===== src/sv/poa_pkg.sv =====
package poa_pkg;

  localparam int KEY_BITS     = 23;
  localparam int YEAR_BITS    = 14;
  localparam int MONTH_BITS   = 4;
  localparam int DAY_BITS     = 5;
  localparam int GRAN_BITS    = 2;
  localparam int COUNTRY_BITS = 5;

  localparam int SAMPLE_BITS_DEFAULT = 16;
  localparam int COUNT_BITS_DEFAULT  = 16;

  localparam int CFG_ADDR_BITS = 4;
  localparam int CFG_DATA_BITS = 32;

  // Register indexes, taken from paddr[3:2].
  localparam logic [1:0] REG_GRANULARITY = 2'd0;
  localparam logic [1:0] REG_START_KEY   = 2'd1;
  localparam logic [1:0] REG_END_KEY     = 2'd2;
  localparam logic [1:0] REG_COUNTRY     = 2'd3;

  localparam logic [GRAN_BITS-1:0] GRAN_YEAR  = 2'd0;
  localparam logic [GRAN_BITS-1:0] GRAN_MONTH = 2'd1;
  localparam logic [GRAN_BITS-1:0] GRAN_DAY   = 2'd2;

  localparam logic [KEY_BITS-1:0] START_KEY_RESET = 23'd0;
  localparam logic [KEY_BITS-1:0] END_KEY_RESET   = 23'd5119903;

  typedef struct packed {
    logic set_open;
    logic fold;
    logic fresh;
    logic div_start;
    logic emit;
    logic last_flag;
    logic set_stop;
    logic clear_all;
  } poa_cmd_t;

  typedef struct packed {
    logic stopped;
    logic below;
    logic above;
    logic have;
    logic changed;
    logic eod;
    logic div_done;
    logic out_free;
  } poa_sts_t;

endpackage


===== src/sv/period_ohlc_aggregator_top.sv =====
// Candle aggregator: each request on the slave stream is one dated row (low, high and
// mean sample, signed fixed point); each request on the master stream is one candle
// (open, high, low, close), and tlast marks the last candle of a data set. A new row is
// taken only while the block is idle, so a row that closes a candle (at most two per row)
// holds the input until its candles are in the output register; the close is the period's
// mean sum divided by its row count in a radix-2 divider that develops one quotient bit
// per cycle. One finished candle may wait in the output register while the next row is
// taken in. Registers sit on the APB port at byte addresses 0 (granularity), 4 (start key),
// 8 (end key) and 12 (country code); the user must write them only while the block is idle,
// and the block itself does not enforce this.
module period_ohlc_aggregator_top
  import poa_pkg::*;
#(
  parameter int SAMPLE_BITS = SAMPLE_BITS_DEFAULT,
  parameter int COUNT_BITS  = COUNT_BITS_DEFAULT
) (
  input  logic                     clk,
  input  logic                     rst,
  input  logic                     s_tvalid,
  output logic                     s_tready,
  // year, month, day, low_value, high_value, mean_value
  input  logic [((KEY_BITS + 3*SAMPLE_BITS + 7) / 8) * 8 - 1:0] s_tdata,
  input  logic                     s_tlast,
  output logic                     m_tvalid,
  input  logic                     m_tready,
  // period_key, open_value, high_out, low_out, close_value, country
  output logic [((KEY_BITS + 4*SAMPLE_BITS + COUNTRY_BITS + 7) / 8) * 8 - 1:0] m_tdata,
  output logic                     m_tlast,
  input  logic                     psel,
  input  logic                     penable,
  input  logic                     pwrite,
  input  logic [CFG_ADDR_BITS-1:0] paddr,
  input  logic [CFG_DATA_BITS-1:0] pwdata,
  output logic [CFG_DATA_BITS-1:0] prdata,
  output logic                     pready
);

  localparam int IN_LOW   = KEY_BITS;
  localparam int IN_HIGH  = IN_LOW + SAMPLE_BITS;
  localparam int IN_MEAN  = IN_HIGH + SAMPLE_BITS;
  localparam int OUT_OPEN  = KEY_BITS;
  localparam int OUT_HIGH  = OUT_OPEN + SAMPLE_BITS;
  localparam int OUT_LOW   = OUT_HIGH + SAMPLE_BITS;
  localparam int OUT_CLOSE = OUT_LOW + SAMPLE_BITS;
  localparam int OUT_CTRY  = OUT_CLOSE + SAMPLE_BITS;

  logic [GRAN_BITS-1:0]    granularity;
  logic [KEY_BITS-1:0]     start_key;
  logic [KEY_BITS-1:0]     end_key;
  logic [COUNTRY_BITS-1:0] country_code;
  logic                    cfg_write;

  poa_cmd_t cmd;
  poa_sts_t sts;

  logic [KEY_BITS-1:0]     period_key;
  logic [SAMPLE_BITS-1:0]  open_value;
  logic [SAMPLE_BITS-1:0]  high_out;
  logic [SAMPLE_BITS-1:0]  low_out;
  logic [SAMPLE_BITS-1:0]  close_value;
  logic [COUNTRY_BITS-1:0] country;

  assign pready    = 1'b1;
  assign cfg_write = psel && penable && pwrite && pready;

  always_ff @(posedge clk) begin
    if (rst) begin
      granularity  <= GRAN_DAY;
      start_key    <= START_KEY_RESET;
      end_key      <= END_KEY_RESET;
      country_code <= '0;
    end else if (cfg_write) begin
      case (paddr[3:2])
        REG_GRANULARITY: granularity  <= pwdata[GRAN_BITS-1:0];
        REG_START_KEY:   start_key    <= pwdata[KEY_BITS-1:0];
        REG_END_KEY:     end_key      <= pwdata[KEY_BITS-1:0];
        REG_COUNTRY:     country_code <= pwdata[COUNTRY_BITS-1:0];
        default: begin
        end
      endcase
    end
  end

  always_comb begin
    case (paddr[3:2])
      REG_GRANULARITY: prdata = CFG_DATA_BITS'(granularity);
      REG_START_KEY:   prdata = CFG_DATA_BITS'(start_key);
      REG_END_KEY:     prdata = CFG_DATA_BITS'(end_key);
      REG_COUNTRY:     prdata = CFG_DATA_BITS'(country_code);
      default:         prdata = '0;
    endcase
  end

  poa_ctrl u_ctrl (
    .clk     (clk),
    .rst     (rst),
    .in_valid(s_tvalid),
    .sts     (sts),
    .in_ready(s_tready),
    .cmd     (cmd)
  );

  poa_dp #(
    .SAMPLE_BITS(SAMPLE_BITS),
    .COUNT_BITS (COUNT_BITS)
  ) u_dp (
    .clk         (clk),
    .rst         (rst),
    .item_load   (s_tvalid && s_tready),
    .year        (s_tdata[YEAR_BITS-1:0]),
    .month       (s_tdata[YEAR_BITS+MONTH_BITS-1:YEAR_BITS]),
    .day         (s_tdata[KEY_BITS-1:YEAR_BITS+MONTH_BITS]),
    .low_value   (s_tdata[IN_HIGH-1:IN_LOW]),
    .high_value  (s_tdata[IN_MEAN-1:IN_HIGH]),
    .mean_value  (s_tdata[IN_MEAN+SAMPLE_BITS-1:IN_MEAN]),
    .end_of_data (s_tlast),
    .granularity (granularity),
    .start_key   (start_key),
    .end_key     (end_key),
    .country_code(country_code),
    .cmd         (cmd),
    .sts         (sts),
    .out_ready   (m_tready),
    .out_valid   (m_tvalid),
    .period_key  (period_key),
    .open_value  (open_value),
    .high_out    (high_out),
    .low_out     (low_out),
    .close_value (close_value),
    .country     (country),
    .final_candle(m_tlast)
  );

  always_comb begin
    m_tdata = '0;
    m_tdata[KEY_BITS-1:0]                 = period_key;
    m_tdata[OUT_HIGH-1:OUT_OPEN]          = open_value;
    m_tdata[OUT_LOW-1:OUT_HIGH]           = high_out;
    m_tdata[OUT_CLOSE-1:OUT_LOW]          = low_out;
    m_tdata[OUT_CTRY-1:OUT_CLOSE]         = close_value;
    m_tdata[OUT_CTRY+COUNTRY_BITS-1:OUT_CTRY] = country;
  end

endmodule


===== src/sv/poa_div.sv =====
module poa_div
  import poa_pkg::*;
#(
  parameter int SAMPLE_BITS = SAMPLE_BITS_DEFAULT,
  parameter int COUNT_BITS  = COUNT_BITS_DEFAULT
) (
  input  logic                              clk,
  input  logic                              rst,
  input  logic                              start,
  input  logic [SAMPLE_BITS+COUNT_BITS-1:0] dividend,
  input  logic [COUNT_BITS-1:0]             divisor,
  output logic                              done,
  output logic [SAMPLE_BITS-1:0]            quotient
);

  localparam int SUM_BITS  = SAMPLE_BITS + COUNT_BITS;
  localparam int STEP_BITS = $clog2(SAMPLE_BITS + 1);

  logic                   busy;
  logic [STEP_BITS-1:0]   steps;
  logic                   neg;
  logic                   zero_div;
  logic [COUNT_BITS-1:0]  divisor_q;
  logic [COUNT_BITS-1:0]  rem;
  logic [SAMPLE_BITS-1:0] shreg;
  logic [SUM_BITS-1:0]    mag;
  logic [COUNT_BITS+1:0]  diff;

  assign mag  = dividend[SUM_BITS-1] ? (~dividend + 1'b1) : dividend;
  assign diff = {1'b0, rem, shreg[SAMPLE_BITS-1]} - {2'b00, divisor_q};

  // The quotient magnitude never exceeds the largest sample magnitude, so the
  // upper dividend bits are already below the divisor and only SAMPLE_BITS
  // quotient bits have to be developed.
  always_ff @(posedge clk) begin
    if (rst) begin
      busy  <= 1'b0;
      done  <= 1'b0;
      steps <= '0;
    end else begin
      done <= 1'b0;
      if (start) begin
        busy  <= 1'b1;
        steps <= STEP_BITS'(SAMPLE_BITS);
      end else if (busy) begin
        steps <= steps - 1'b1;
        if (steps == STEP_BITS'(1)) begin
          busy <= 1'b0;
          done <= 1'b1;
        end
      end
    end
  end

  always_ff @(posedge clk) begin
    if (start) begin
      neg       <= dividend[SUM_BITS-1];
      zero_div  <= (divisor == '0);
      divisor_q <= divisor;
      rem       <= mag[SUM_BITS-1:SAMPLE_BITS];
      shreg     <= mag[SAMPLE_BITS-1:0];
    end else if (busy) begin
      if (!diff[COUNT_BITS+1]) begin
        rem <= diff[COUNT_BITS-1:0];
      end else begin
        rem <= {rem[COUNT_BITS-2:0], shreg[SAMPLE_BITS-1]};
      end
      shreg <= {shreg[SAMPLE_BITS-2:0], ~diff[COUNT_BITS+1]};
    end
  end

  assign quotient = zero_div ? '0 : (neg ? (~shreg + 1'b1) : shreg);

endmodule


===== src/sv/poa_dp.sv =====
module poa_dp
  import poa_pkg::*;
#(
  parameter int SAMPLE_BITS = SAMPLE_BITS_DEFAULT,
  parameter int COUNT_BITS  = COUNT_BITS_DEFAULT
) (
  input  logic                          clk,
  input  logic                          rst,
  input  logic                          item_load,
  input  logic [YEAR_BITS-1:0]          year,
  input  logic [MONTH_BITS-1:0]         month,
  input  logic [DAY_BITS-1:0]           day,
  input  logic signed [SAMPLE_BITS-1:0] low_value,
  input  logic signed [SAMPLE_BITS-1:0] high_value,
  input  logic signed [SAMPLE_BITS-1:0] mean_value,
  input  logic                          end_of_data,
  input  logic [GRAN_BITS-1:0]          granularity,
  input  logic [KEY_BITS-1:0]           start_key,
  input  logic [KEY_BITS-1:0]           end_key,
  input  logic [COUNTRY_BITS-1:0]       country_code,
  input  poa_cmd_t                      cmd,
  output poa_sts_t                      sts,
  input  logic                          out_ready,
  output logic                          out_valid,
  output logic [KEY_BITS-1:0]           period_key,
  output logic [SAMPLE_BITS-1:0]        open_value,
  output logic [SAMPLE_BITS-1:0]        high_out,
  output logic [SAMPLE_BITS-1:0]        low_out,
  output logic [SAMPLE_BITS-1:0]        close_value,
  output logic [COUNTRY_BITS-1:0]       country,
  output logic                          final_candle
);

  localparam int SUM_BITS = SAMPLE_BITS + COUNT_BITS;
  localparam logic signed [SAMPLE_BITS-1:0] SAMPLE_MAX = {1'b0, {(SAMPLE_BITS-1){1'b1}}};
  localparam logic signed [SAMPLE_BITS-1:0] SAMPLE_MIN = {1'b1, {(SAMPLE_BITS-1){1'b0}}};

  logic [KEY_BITS-1:0]           key_in;
  logic [KEY_BITS-1:0]           item_key;
  logic signed [SAMPLE_BITS-1:0] item_low;
  logic signed [SAMPLE_BITS-1:0] item_high;
  logic signed [SAMPLE_BITS-1:0] item_mean;
  logic                          item_eod;

  logic [SAMPLE_BITS-1:0]        open_mean;
  logic [KEY_BITS-1:0]           current_key;
  logic                          have_period;
  logic signed [SAMPLE_BITS-1:0] low_so_far;
  logic signed [SAMPLE_BITS-1:0] high_so_far;
  logic [SUM_BITS-1:0]           mean_sum;
  logic [COUNT_BITS-1:0]         row_count;
  logic                          stopped;

  logic [SUM_BITS-1:0]           mean_ext;
  logic [SAMPLE_BITS-1:0]        close;
  logic                          div_done;

  always_comb begin
    case (granularity)
      GRAN_YEAR:  key_in = {year, {(MONTH_BITS + DAY_BITS){1'b0}}};
      GRAN_MONTH: key_in = {year, month, {DAY_BITS{1'b0}}};
      default:    key_in = {year, month, day};
    endcase
  end

  always_ff @(posedge clk) begin
    if (item_load) begin
      item_key  <= key_in;
      item_low  <= low_value;
      item_high <= high_value;
      item_mean <= mean_value;
      item_eod  <= end_of_data;
    end
  end

  assign mean_ext = {{COUNT_BITS{item_mean[SAMPLE_BITS-1]}}, item_mean};

  always_ff @(posedge clk) begin
    if (rst || cmd.clear_all) begin
      open_mean   <= '0;
      current_key <= '0;
      have_period <= 1'b0;
      low_so_far  <= SAMPLE_MAX;
      high_so_far <= SAMPLE_MIN;
      mean_sum    <= '0;
      row_count   <= '0;
      stopped     <= 1'b0;
    end else begin
      if (cmd.set_open) begin
        open_mean <= item_mean;
      end
      if (cmd.set_stop) begin
        stopped <= 1'b1;
      end
      if (cmd.fold) begin
        current_key <= item_key;
        have_period <= 1'b1;
        if (cmd.fresh) begin
          // A new period opens on the close of the one just emitted.
          open_mean   <= close;
          low_so_far  <= item_low;
          high_so_far <= item_high;
          mean_sum    <= mean_ext;
          row_count   <= COUNT_BITS'(1);
        end else begin
          if (item_low < low_so_far) begin
            low_so_far <= item_low;
          end
          if (item_high > high_so_far) begin
            high_so_far <= item_high;
          end
          if (row_count != '1) begin
            mean_sum  <= mean_sum + mean_ext;
            row_count <= row_count + 1'b1;
          end
        end
      end
    end
  end

  poa_div #(
    .SAMPLE_BITS(SAMPLE_BITS),
    .COUNT_BITS (COUNT_BITS)
  ) u_div (
    .clk     (clk),
    .rst     (rst),
    .start   (cmd.div_start),
    .dividend(mean_sum),
    .divisor (row_count),
    .done    (div_done),
    .quotient(close)
  );

  always_ff @(posedge clk) begin
    if (rst) begin
      out_valid <= 1'b0;
    end else if (cmd.emit) begin
      out_valid <= 1'b1;
    end else if (out_ready) begin
      out_valid <= 1'b0;
    end
  end

  always_ff @(posedge clk) begin
    if (cmd.emit) begin
      period_key   <= current_key;
      open_value   <= open_mean;
      high_out     <= high_so_far;
      low_out      <= low_so_far;
      close_value  <= close;
      country      <= country_code;
      final_candle <= cmd.last_flag;
    end
  end

  always_comb begin
    sts.stopped  = stopped;
    sts.below    = item_key < start_key;
    sts.above    = item_key > end_key;
    sts.have     = have_period;
    sts.changed  = item_key != current_key;
    sts.eod      = item_eod;
    sts.div_done = div_done;
    sts.out_free = !out_valid || out_ready;
  end

endmodule


===== src/sv/poa_ctrl.sv =====
module poa_ctrl
  import poa_pkg::*;
(
  input  logic     clk,
  input  logic     rst,
  input  logic     in_valid,
  input  poa_sts_t sts,
  output logic     in_ready,
  output poa_cmd_t cmd
);

  typedef enum logic [2:0] {
    S_IDLE,
    S_EVAL,
    S_FOLD,
    S_DIV,
    S_EMIT,
    S_POST
  } state_t;

  // What follows once the pending candle has been handed to the output.
  typedef enum logic [1:0] {
    P_CLEAR,
    P_STOP,
    P_FRESH
  } post_t;

  state_t state;
  post_t  post;
  logic   last_flag;

  assign in_ready = (state == S_IDLE);

  always_ff @(posedge clk) begin
    if (rst) begin
      state     <= S_IDLE;
      post      <= P_CLEAR;
      last_flag <= 1'b0;
      cmd       <= '0;
    end else begin
      cmd <= '0;
      case (state)
        S_IDLE: begin
          if (in_valid) begin
            state <= S_EVAL;
          end
        end
        S_EVAL: begin
          state <= S_IDLE;
          if (sts.stopped) begin
            cmd.clear_all <= sts.eod;
          end else if (sts.below) begin
            if (sts.eod && sts.have) begin
              last_flag     <= 1'b1;
              post          <= P_CLEAR;
              cmd.div_start <= 1'b1;
              state         <= S_DIV;
            end else if (sts.eod) begin
              cmd.clear_all <= 1'b1;
            end else if (!sts.have) begin
              cmd.set_open <= 1'b1;
            end
          end else if (sts.above) begin
            if (sts.have) begin
              last_flag     <= 1'b1;
              post          <= sts.eod ? P_CLEAR : P_STOP;
              cmd.div_start <= 1'b1;
              state         <= S_DIV;
            end else if (sts.eod) begin
              cmd.clear_all <= 1'b1;
            end else begin
              cmd.set_stop <= 1'b1;
            end
          end else if (sts.have && sts.changed) begin
            last_flag     <= 1'b0;
            post          <= P_FRESH;
            cmd.div_start <= 1'b1;
            state         <= S_DIV;
          end else begin
            cmd.fold <= 1'b1;
            state    <= S_FOLD;
          end
        end
        S_FOLD: begin
          if (sts.eod) begin
            last_flag     <= 1'b1;
            post          <= P_CLEAR;
            cmd.div_start <= 1'b1;
            state         <= S_DIV;
          end else begin
            state <= S_IDLE;
          end
        end
        S_DIV: begin
          if (sts.div_done) begin
            state <= S_EMIT;
          end
        end
        S_EMIT: begin
          if (sts.out_free) begin
            cmd.emit      <= 1'b1;
            cmd.last_flag <= last_flag;
            state         <= S_POST;
          end
        end
        S_POST: begin
          case (post)
            P_CLEAR: begin
              cmd.clear_all <= 1'b1;
              state         <= S_IDLE;
            end
            P_STOP: begin
              cmd.set_stop <= 1'b1;
              state        <= S_IDLE;
            end
            P_FRESH: begin
              cmd.fold  <= 1'b1;
              cmd.fresh <= 1'b1;
              state     <= S_FOLD;
            end
            default: begin
              state <= S_IDLE;
            end
          endcase
        end
        default: begin
          state <= S_IDLE;
        end
      endcase
    end
  end

  a_one_cmd: assert property (@(posedge clk) disable iff (rst)
    $onehot0({cmd.set_open, cmd.fold, cmd.div_start, cmd.emit, cmd.set_stop, cmd.clear_all}))
    else $error("more than one datapath command in a cycle");

  a_emit_free: assert property (@(posedge clk) disable iff (rst)
    cmd.emit |-> $past(sts.out_free))
    else $error("candle loaded while the output register was still full");

  a_div_wait: assert property (@(posedge clk) disable iff (rst)
    sts.div_done |-> (state == S_DIV))
    else $error("divider finished outside the wait state");

endmodule


===== config.mk =====
export PLATFORM = sky130hd
export DESIGN_NAME = period_ohlc_aggregator_top
export DESIGN_NICKNAME = d
export VERILOG_FILES = /design/src/sv/poa_pkg.sv /design/src/sv/period_ohlc_aggregator_top.sv /design/src/sv/poa_div.sv /design/src/sv/poa_dp.sv /design/src/sv/poa_ctrl.sv
export SDC_FILE = /design/constraint.sdc
export NUM_CORES = 1
export LEC_CHECK = 0
export ABC_AREA = 0
export ABC_CLOCK_PERIOD_IN_PS = 7600
export BUFFER_PORTS_ARGS = -buffer_cell sky130_fd_sc_hd__buf_4
export CAP_MARGIN = 30
export CELL_PAD_IN_SITES_DETAIL_PLACEMENT = 1
export CELL_PAD_IN_SITES_GLOBAL_PLACEMENT = 2
export CORE_UTILIZATION = 30
export CTS_CLUSTER_SIZE = 14
export DETAILED_ROUTE_END_ITERATION = 8
export PLACE_DENSITY = 0.77
export SETUP_SLACK_MARGIN = 0.2
export SYNTH_ARGS = -nofsm -noshare
export SYNTH_HDL_FRONTEND = slang
export SYNTH_SLANG_ARGS = --single-unit

===== constraint.sdc =====
create_clock -name clk -period 7.6 [get_ports clk]
set_input_delay 0.38 -clock clk [delete_from_list [all_inputs] [get_ports clk]]
set_output_delay 0.38 -clock clk [all_outputs]
set_load 0.02 [all_outputs]

==> results of run 1 <==
## cells by family after synthesis
| family | Yosys count | share of synthesized area [%] |
|---|---|---|
| AOI/OAI and AO/OA | 406 | 13.4 |
| and+or+nand+nor | 560 | 12.9 |
| muxes | 93 | 4.75 |
| other | 2 | 0.0372 |
| adders and majority gates | 131 | 8.20 |
| xor gates and xnor gates | 117 | 5.08 |
| DFF | 411 | 51.4 |
| buffers and inverters | 213 | 4.23 |
## power breakdown
part,switching [mW],internal [mW]
clock network,1.00,1.39
registers,0.104,2.45
logic,0.450,0.349
## timing repair
action                                 4_1_cts  5_1_grt
hold buffers                                84        0
setup buffers                                0        0
endpoints found under the hold margin      104        0
## worst paths after layout
check / start / endpoint / slack [ns] / cells after the start
hold reg to reg: u_ctrl.cmd[2]$_SDFF_PP0_ / u_dp.final_candle$_DFFE_PP_ / 0.40 / 0
setup / recovery: u_dp.u_div.divisor_q[1]$_DFFE_PP_ / u_dp.u_div.rem[0]$_DFFE_PP_ / 3.48 / 13
hold / removal: pwdata[16] / end_key[16]$_SDFFE_PP0P_ / 0.04 / 3
setup reg to reg: u_dp.u_div.divisor_q[1]$_DFFE_PP_ / u_dp.u_div.rem[0]$_DFFE_PP_ / 3.48 / 13
## worst max-delay path: stages, from the launching register on
cell,delay [ns]
edfxtp_1,0.42
inv_1,0.08
ha_1,0.22
nor2b_1,0.12
o21ai_0,0.19
a21boi_0,0.18
o21a_1,0.24
a211oi_1,0.47
a2111oi_0,0.20
o21a_1,0.22
o21ai_0,0.34
nand2_1,0.62
mux2i_1,0.27
mux2_2,0.29
## sequential cells by signal (all words and copies together), names as in the netlist, 23 cells and up
signal,count
u_dp.item_key,23
u_dp.current_key,23
u_dp.mean_sum,32
end_key,23
u_dp.period_key,23
start_key,23
## through the flow
| stage | instances | util [%] | hold slack, ns | area [sq um] | power (mW) |
|---|---|---|---|---|---|
| after floorplan | 1945 | - | 0.386 | 20200 | 3.10 |
| after global placement | 2955 | 34.3 | 0.394 | 22700 | 3.33 |
| after detailed placement | 2958 | 34.4 | 0.390 | 22800 | 3.37 |
| after CTS | 3134 | 38.2 | 0.00171 | 25300 | 5.83 |
| after global routing | 3134 | 38.2 | 0.0190 | 25300 | 6.00 |
| final | 3135 | 38.2 | 0.0385 | 25300 | 5.74 |
## layer usage
metal  vias to the layer above  track usage [%]  wire length [um]  share of wire, %
met3                       102             2.91              2100               3.7
li1                       7488                -                 -                 -
met1                      7580             21.2             26300                46
met4                         2             5.09              1350               2.4
met5                         -                0                10             0.017
met2                       259             28.3             27500                48
## cells in the final DEF (no fill, tap or decap), types with 13 or more instances in the layout
cell	Yosys	layout
dlygate4sd3_1	0	84
xnor2_1	51	51
o31ai_1	15	14
clkbuf_16	0	50
ha_1	129	129
dfxtp_1	196	193
a22o_1	21	21
o211ai_1	23	23
edfxtp_1	215	215
mux2i_1	89	89
a211oi_1	25	25
o21ai_0	68	68
and3_1	14	14
nor2b_1	21	21
and2_1	14	13
xor2_1	66	66
a21o_1	41	41
clkbuf_1	69	15
nand2_1	157	157
nand3_1	18	18
buf_4	14	237
a21oi_1	122	122
nor2_1	205	204
nand4_1	22	22
inv_1	121	121
conb_1	2	14
nor3_1	44	44
a211o_1	16	16
## layout make-up
type,instances,area share [%]
flip-flops and latches,411,41.1
multi-input cells,1321,35.7
repair buffers,324,10.7
clock buffers,68,5.34
well taps,864,4.28
inverters,122,1.81
clock inverters,24,1.10
diodes,1,0.00990
==> out/metrics.cfg, run 1 <==
[synth]
ys_types = 73
synth_flop_cell = edfxtp_1
syn_area_per_cell_sq_um = 10.4
netlist_instances = 1933
synthTopCellsByArea = edfxtp_1, dfxtp_1, ha_1
synth_edf_count = 215
seq_area_frac_synth_pct = 51.4
synth_top_area_share_pct = 32.0
ys_ff_latch = 411
synth_top_cells_by_count = edfxtp_1, nor2_1, dfxtp_1
yosysWarnings = 0
synth-async-reset-ratio_pct = 0
syn_area_sq_um = 20200
yosysMostFrequentCell = edfxtp_1
yosys.area.top_type = edfxtp_1

[setup_path]
worstSetupPathType = reg -> reg
startpoint_type = flop
endpoint_kind = flop
crit_arrival_ns = 4.45
required_ns = 7.93
crit_fanout = 16

[floorplan]
die_w_um = 261
core_sq_um = 66200
start_util_pct = 30.5
fp.dieH_um = 261
boundaryPins = 248
dieArea_sq_um = 68300
row_count = 94

[route]
drcViolationCount = 2
wl_per_cell_um = 18.3
wl_um = 57200
antenna_left = 0
drtIter0Drc = 654
dr.pass1.iters = 9
vias = 15431
via_per_inst = 4.92

[clock_tree]
cts_sinks = 411
cts_root_buffer = clkbuf_16
clock_path_buffers = 3
clk_latency_ns = 0.63
htree_levels = 2
clk_pin_slew_worst_paths_ns = 0.06
cts_tree = built
post_cts_resized = 0
cts_made_buffers = 49

[timing]
setup_slack_ns = 3.48
post-route-period-util_pct = 54.2
hold_viol = 0
finalMaxSlewViolations = 0
tightest_slew_ns = 1.01
finalClockSkew_ns = 0.0552
grt_setup_unrepaired = no
setup_tns_ns = 0
fmax_mhz = 243
slew_headroom_pct = 31.2
finalSetupViolCount = 0
period_minus_slack_ns = 4.12

[placed_design]
dpl_worst_slack_ns = 3.43
portBuffers = 221
place.gp.congestion = 0.804
dp_hpwl_um = 40100

[layout]
seq_area_sq_um = 10400
multiInputGateArea_sq_um = 9020
n_fill_cell = 7396
syn_to_final_growth_pct = 25.3
drive_gt1_share_pct = 14.9
nets = 2476

[outcome]
failed_checks = DRC
status = finished, violations left

[run]
cap_violations = 0

[global_route]
antenna_found_initial = 2
grt_first_pass_wirelength_um = 89700
grt_max_degree = 81
first_global_vias = 16369
grt-ovfl-total = 0
track_usage_pct = 16.6

[power]
peakVddDrop_uv = 161
power_per_cell_area_nw_per_um2 = 227
p_leak_nw = 10.1

[worst_hold_path]
hold_path.class = in -> reg

(Power assumes the default switching activity.)
==> run 2: changes to the inputs <==
--- a/config.mk
+++ b/config.mk
@@ -6,7 +6,7 @@
 export NUM_CORES = 1
 export LEC_CHECK = 0
 export ABC_AREA = 0
-export ABC_CLOCK_PERIOD_IN_PS = 7600
+export ABC_CLOCK_PERIOD_IN_PS = 3810
 export BUFFER_PORTS_ARGS = -buffer_cell sky130_fd_sc_hd__buf_4
 export CAP_MARGIN = 30
 export CELL_PAD_IN_SITES_DETAIL_PLACEMENT = 1
==> constraint.sdc (replaced) <==
create_clock -name clk -period 3.81 [get_ports clk]
set_input_delay 0.1905 -clock clk [delete_from_list [all_inputs] [get_ports clk]]
set_output_delay 0.1905 -clock clk [all_outputs]
set_load 0.02 [all_outputs]
==> out/metrics.cfg, run 2 (synthesis gave the netlist of run 1 again) <==
[outcome]
status = finished, violations left
failed_checks = DRC

[setup_path]
reg2reg_depth = 12  ; -1
crit_arrival_ns = 3.75  ; -0.70 ns
ff2ff_setup_slack_ns = 0.37  ; -3.11 ns
endpoint_kind = flop
r2r-end = u_dp.u_div.rem[14]$_DFFE_PP_
startpoint_type = flop
r2r-start = u_dp.mean_sum[2]$_SDFFE_PP0P_
worstSetupPathType = reg -> reg
required_ns = 4.11  ; -3.82 ns
crit_fanout = 6  ; -10

[power]
p_seq_share_pct = 44.4  ; about the same
p_total_mw = 11.5  ; +100%
p_leak_nw = 10.3  ; +1.6%
p_sw_mw = 3.08  ; +98%
peakVddDrop_uv = 284  ; +76%
comb_power_share_pct = 14.7  ; +0.8 points
power_per_cell_area_nw_per_um2 = 447  ; +97%
internal_power_mw = 8.38  ; +100%
clkPwrFrac_pct = 40.9  ; -0.8 points
switching_share_pct = 26.9  ; -0.28 points

[floorplan]
boundaryPins = 248  ; unchanged
die_w_um = 261  ; unchanged
row_count = 94  ; unchanged
fp.dieH_um = 261  ; unchanged
start_util_pct = 30.5  ; unchanged
core_sq_um = 66200  ; unchanged
dieArea_sq_um = 68300  ; unchanged

[global_route]
antenna_found_initial = 2  ; unchanged
grt_max_degree = 76  ; -6.2%
grt_first_pass_wirelength_um = 91800  ; +2.4%
track_usage_pct = 17.1  ; +0.49 points
grt-ovfl-total = 0  ; unchanged
first_global_vias = 16670  ; +1.8%

[layout]
instances_no_fill = 3164  ; +0.93%
layout_common_cells = buf_4, edfxtp_1, nor2_1
drive_gt1_share_pct = 16.3  ; +1.3 points
final_common_cell = buf_4
regMostFlops = u_dp.mean_sum
syn_to_final_growth_pct = 27.0
n_antenna_cell = 0  ; -1
largest_reg_flops = 32  ; unchanged
nets = 2508  ; +1.3%

[timing]
grt_setup_unrepaired = no
finalMaxSlewViolations = 0  ; unchanged
slew_headroom_pct = 38.3  ; +7.1 points
holdWs_ns = 0.142  ; +0.103 ns
period_minus_slack_ns = 3.44  ; -0.675 ns
tightest_slew_ns = 0.925  ; -0.0810 ns
post-route-period-util_pct = 90.4  ; +36 points
hold_viol = 0  ; unchanged
setup_tns_ns = 0  ; unchanged
finalSetupViolCount = 0  ; unchanged
fmax_mhz = 290  ; +20%
finalClockSkew_ns = 0.0257  ; -0.0295 ns

[route]
drcViolationCount = 5  ; +3
wl_per_cell_um = 18.6  ; +2.1%
vias = 15553  ; +0.79%
dr.pass1.iters = 9  ; unchanged
drtIter0Drc = 718  ; +9.8%
antenna_left = 0  ; unchanged
via_per_inst = 4.92  ; -0.13%
wl_um = 59000  ; +3.1%

[worst_hold_path]
holdPathEnd = granularity[1]$_SDFFE_PP1P_
hold_path.class = in -> reg
worstHoldStart = paddr[3]
hold_path_depth = 5  ; +2

[clock_tree]
cts_sinks = 411  ; unchanged
cts_made_buffers = 48  ; -2.0%
htree_levels = 2  ; unchanged
cts_tree = built
clk_latency_ns = 0.60  ; -0.03 ns
clk_pin_slew_worst_paths_ns = 0.06  ; about the same
clock_path_buffers = 3  ; unchanged
cts_root_buffer = clkbuf_16

[placed_design]
portBuffers = 221  ; unchanged
dp_hpwl_um = 41500  ; +3.6%
placedCellCount = 2976  ; +0.61%
place.gp.congestion = 0.816  ; +1.5%

[run]
cap_violations = 0  ; unchanged

==> run 2: worst max path at each step <==
stage	endpoint	slack (ns)	startpoint
5_1_grt	u_dp.mean_sum[30]$_SDFFE_PP0P_	0.20	u_dp.item_mean[0]$_DFFE_PP_
2_1_floorplan	u_dp.item_eod$_DFFE_PP_	0.51	u_ctrl.state[2]$_SDFFE_PP0P_
3_3_place_gp	u_dp.mean_sum[24]$_SDFFE_PP0P_	0.12	u_dp.item_mean[0]$_DFFE_PP_
3_5_place_dp	u_dp.mean_sum[24]$_SDFFE_PP0P_	-0.06	u_dp.item_mean[0]$_DFFE_PP_
6_report	u_dp.u_div.rem[14]$_DFFE_PP_	0.37	u_dp.mean_sum[2]$_SDFFE_PP0P_
4_1_cts	u_dp.mean_sum[24]$_SDFFE_PP0P_	0.22	u_dp.mean_sum[0]$_SDFFE_PP0P_
==> run 2: through the flow <==
stage,setup WS [ns],cell area (sq um),util (%)
finish,0.365,25600,38.7
global route,0.200,25600,38.7
CTS,0.223,25500,38.6
detailed placement,-0.0573,23000,34.7
global placement,0.119,22900,34.6
floorplan,0.508,20200,-
==> run 2: power groups by stage <==
stage                     Sequential, mW  Combinational [mW]  Clock, mW
final                               5.09                1.68       4.69
after global placement              5.17                1.52          0
after floorplan                     5.10                1.08          0
after global routing                5.11                1.87       4.98
after detailed placement            5.18                1.57          0
after CTS                           5.09                1.67       4.83
==> run 2: timing repair <==
action,in CTS,in global routing
setup endpoints to repair,5,21
hold endpoints to repair,128,0
buffers inserted,1,1
cloned,0,0
resized for setup,3,18
hold buffers,97,0
pin swaps,2,1
==> run 2: layout make-up <==
cell class / count / area [sq um]
sequential: 411 / 10400
inverter: 122 / 458
clock buffer: 64 / 1310
tap: 864 / 1080
multi-input combinational: 1321 / 9100
fill: 7303 / 40600
timing repair buffer: 357 / 3010
clock inverter: 25 / 272
==> run 2: per-layer routing <==
| metal | vias up | track usage [%] | wire, um |
|---|---|---|---|
| met2 | 254 | 29.9 | 29000 |
| met4 | 4 | 4.49 | 1310 |
| li1 | 7559 | - | - |
| met1 | 7652 | 21.4 | 26300 |
| met5 | - | 0 | 22 |
| met3 | 84 | 3.20 | 2290 |
==> run 2: critical path: stages (launching register included) <==
cell and delay [ns]:
dfxtp_1 0.31, buf_4 0.16, nor4_4 0.30, nand2_2 0.12, or4_4 0.46, or3_4 0.41, nand2b_4 0.15, or4_4 0.48
nand2b_4 0.19, o41ai_4 0.26, xnor2_1 0.11, nand2_1 0.09, o311ai_1 0.12
==> run 3: changes to the inputs <==
--- a/config.mk
+++ b/config.mk
@@ -14,6 +14,7 @@
 export CORE_UTILIZATION = 30
 export CTS_CLUSTER_SIZE = 14
 export DETAILED_ROUTE_END_ITERATION = 8
+export GPL_TIMING_DRIVEN = 0
 export PLACE_DENSITY = 0.77
 export SETUP_SLACK_MARGIN = 0.2
 export SYNTH_ARGS = -nofsm -noshare
==> out/metrics.cfg, run 3 (synthesis gave the netlist of run 1 again) <==
[timing]
finalClockSkew_ns = 0.0265  ; +0.000848 ns
hold_viol = 0  ; unchanged
finalMaxSlewViolations = 0  ; unchanged
post-route-period-util_pct = 91.4  ; +0.99 points
finalSetupViolCount = 0  ; unchanged
slew_headroom_pct = 37.1  ; -1.2 points
period_minus_slack_ns = 3.48  ; +0.0378 ns
setup_slack_ns = 0.327  ; -0.0378 ns
setup_tns_ns = 0  ; unchanged
tightest_slew_ns = 0.942  ; +0.0164 ns
grt_setup_unrepaired = yes
fmax_mhz = 287  ; -1.1%

[setup_path]
crit_end = u_dp.mean_sum[30]$_SDFFE_PP0P_
crit_fanout = 5  ; -1
cp.buffers_inverters = 1  ; unchanged
crit_start = u_dp.mean_sum[0]$_SDFFE_PP0P_
startpoint_type = flop
path_depth = 14  ; +2
cpPeakStageDelay_ns = 0.61  ; +0.13 ns
r2r-start = u_dp.mean_sum[0]$_SDFFE_PP0P_
critPathSlowestCell = or4_1
r2r-end = u_dp.mean_sum[30]$_SDFFE_PP0P_
required_ns = 4.27  ; +0.16 ns
worstSetupPathType = reg -> reg
crit_arrival_ns = 3.94  ; +0.19 ns
path_common_cell = o22ai_1
reg2reg_depth = 14  ; +2
ff2ff_setup_slack_ns = 0.33  ; -0.04 ns
critical_path.top_delay_family = compound AO/OA/AOI/OAI gates
crit_chain = ha_1 -> inv_1 -> fa_1 -> nor2b_1 -> o31a_1 -> a2111oi_4 -> nor4_2 -> o22ai_1 -> or4_1 -> a21oi_2 -> a21o_1 -> a21oi_1 -> xor2_1 -> o22ai_1
endpoint_kind = flop

[floorplan]
core_sq_um = 66200  ; unchanged
fp.dieH_um = 261  ; unchanged
boundaryPins = 248  ; unchanged
dieArea_sq_um = 68300  ; unchanged
start_util_pct = 30.5  ; unchanged
die_w_um = 261  ; unchanged
row_count = 94  ; unchanged

[global_route]
grt_max_degree = 64  ; -16%
antenna_found_initial = 2  ; unchanged
track_usage_pct = 18.7  ; +1.6 points
grt_first_pass_wirelength_um = 98600  ; +7.4%
first_global_vias = 17251  ; +3.5%
grt-ovfl-total = 0  ; unchanged

[layout]
syn_to_final_growth_pct = 28.0
drive_gt1_share_pct = 15.4  ; -0.84 points
n_antenna_cell = 0  ; unchanged
n_fill_cell = 7393  ; +1.2%
regMostFlops = u_dp.mean_sum
postLayoutCellArea_sq_um = 25800  ; +0.84%
largest_reg_flops = 32  ; unchanged
final_common_cell = buf_4
nets = 2567  ; +2.4%
layout_common_cells = buf_4, edfxtp_1, nor2_1
instances_no_fill = 3225  ; +1.9%

[outcome]
failed_checks = DRC
status = finished, violations left

[route]
drtIter0Drc = 826  ; +15%
wl_per_cell_um = 19.9  ; +6.7%
wl_um = 64200  ; +8.8%
antenna_left = 0  ; unchanged
via_per_inst = 4.98  ; +1.3%
drcViolationCount = 1  ; -4
vias = 16054  ; +3.2%
dr.pass1.iters = 9  ; unchanged

[placed_design]
placedCellCount = 3031  ; +1.8%
dpl_worst_slack_ns = -0.532  ; -0.475 ns
place.gp.congestion = 0.835  ; +2.3%
dp_hpwl_um = 46800  ; +13%
placed_area_sq_um = 23000  ; +0.24%
portBuffers = 220  ; -0.45%

[clock_tree]
cts_made_buffers = 49  ; +2.1%
cts_tree = built
htree_levels = 2  ; unchanged
cts_sinks = 411  ; unchanged
cts_root_buffer = clkbuf_16
clk_latency_ns = 0.60  ; about the same
clk_pin_slew_worst_paths_ns = 0.06  ; about the same
clock_path_buffers = 3  ; unchanged

[run]
cap_violations = 0  ; unchanged

[power]
peakVddDrop_uv = 316  ; +11%
p_leak_nw = 10.3  ; +0.48%
power_per_cell_area_nw_per_um2 = 452  ; +1.1%

[worst_hold_path]
hold_path.class = in -> reg

run 3: cell types whose count changed in the layout (fill, tap and decap cells not counted), moves of 3 or more:
cell,delta
clkinvlp_4,-5
clkinv_2,+5
clkbuf_8,+5
buf_12,-3
clkbuf_1,+67
buf_1,+7
clkinv_1,-7
dfxtp_2,-5
buf_4,-14
dfxtp_1,+5
run 3: worst min-delay path: cells and delay by family:
family	cells	cell delay, ns
buffers and inverters	1	0.21
muxes	1	0.13
and+or+nand+nor	3	0.32
run 3: area by class of cell:
cell class / instances / area [sq um] / area share (%)
Timing Repair Buffer: 324 / 2720 / 10.5
Clock buffer: 70 / 1430 / 5.52
Sequential cell: 411 / 10400 / 40.2
Inverter: 122 / 458 / 1.77
Multi-Input combinational cell: 1321 / 9120 / 35.3
Clock inverter: 22 / 259 / 1.00
Tap cell: 864 / 1080 / 4.18
Buffer: 91 / 399 / 1.54
run 3: worst min path at each step:
stage | startpoint | endpoint | cells after the start
floorplan | s_tlast | u_dp.item_eod$_DFFE_PP_ | 0
global placement | s_tdata[7] | u_dp.item_key[16]$_DFFE_PP_ | 1
detailed placement | s_tdata[59] | u_dp.item_mean[4]$_DFFE_PP_ | 1
CTS | s_tdata[9] | u_dp.item_key[18]$_DFFE_PP_ | 2
global route | s_tdata[59] | u_dp.item_mean[4]$_DFFE_PP_ | 2
finish | paddr[3] | granularity[1]$_SDFFE_PP1P_ | 5
run 3: what timing repair did:
| action | in CTS | in global routing |
|---|---|---|
| buffers inserted | 4 | 1 |
| pin swaps | 2 | 2 |
| endpoints found under the setup margin | 31 | 27 |
| endpoints found under the hold margin | 127 | 0 |
| gates resized for setup | 12 | 21 |
| hold buffers | 97 | 0 |
run 3: through the flow:
step	util (%)	hold slack, ns	total power, mW
floorplan	-	0.289	6.19
global placement	34.7	0.369	6.71
detailed placement	34.8	0.370	6.77
CTS	38.9	0.266	11.8
global route	39.0	0.293	12.2
finish	39.0	0.302	11.7
run 3: where the power goes:
| group | total, mW | internal (mW) | switching [mW] |
|---|---|---|---|
| Sequential | 5.10 | 4.88 | 0.219 |
| Clock | 4.88 | 2.90 | 1.98 |
| Combinational | 1.71 | 0.736 | 0.971 |
| Total | 11.7 | 8.51 | 3.17 |
run 3: metal layers:
metal	routed length, um	GRT usage, %
met3	2470	3.15
met5	21	0
met1	28400	23.1
met4	1570	5.12
met2	31800	33.2
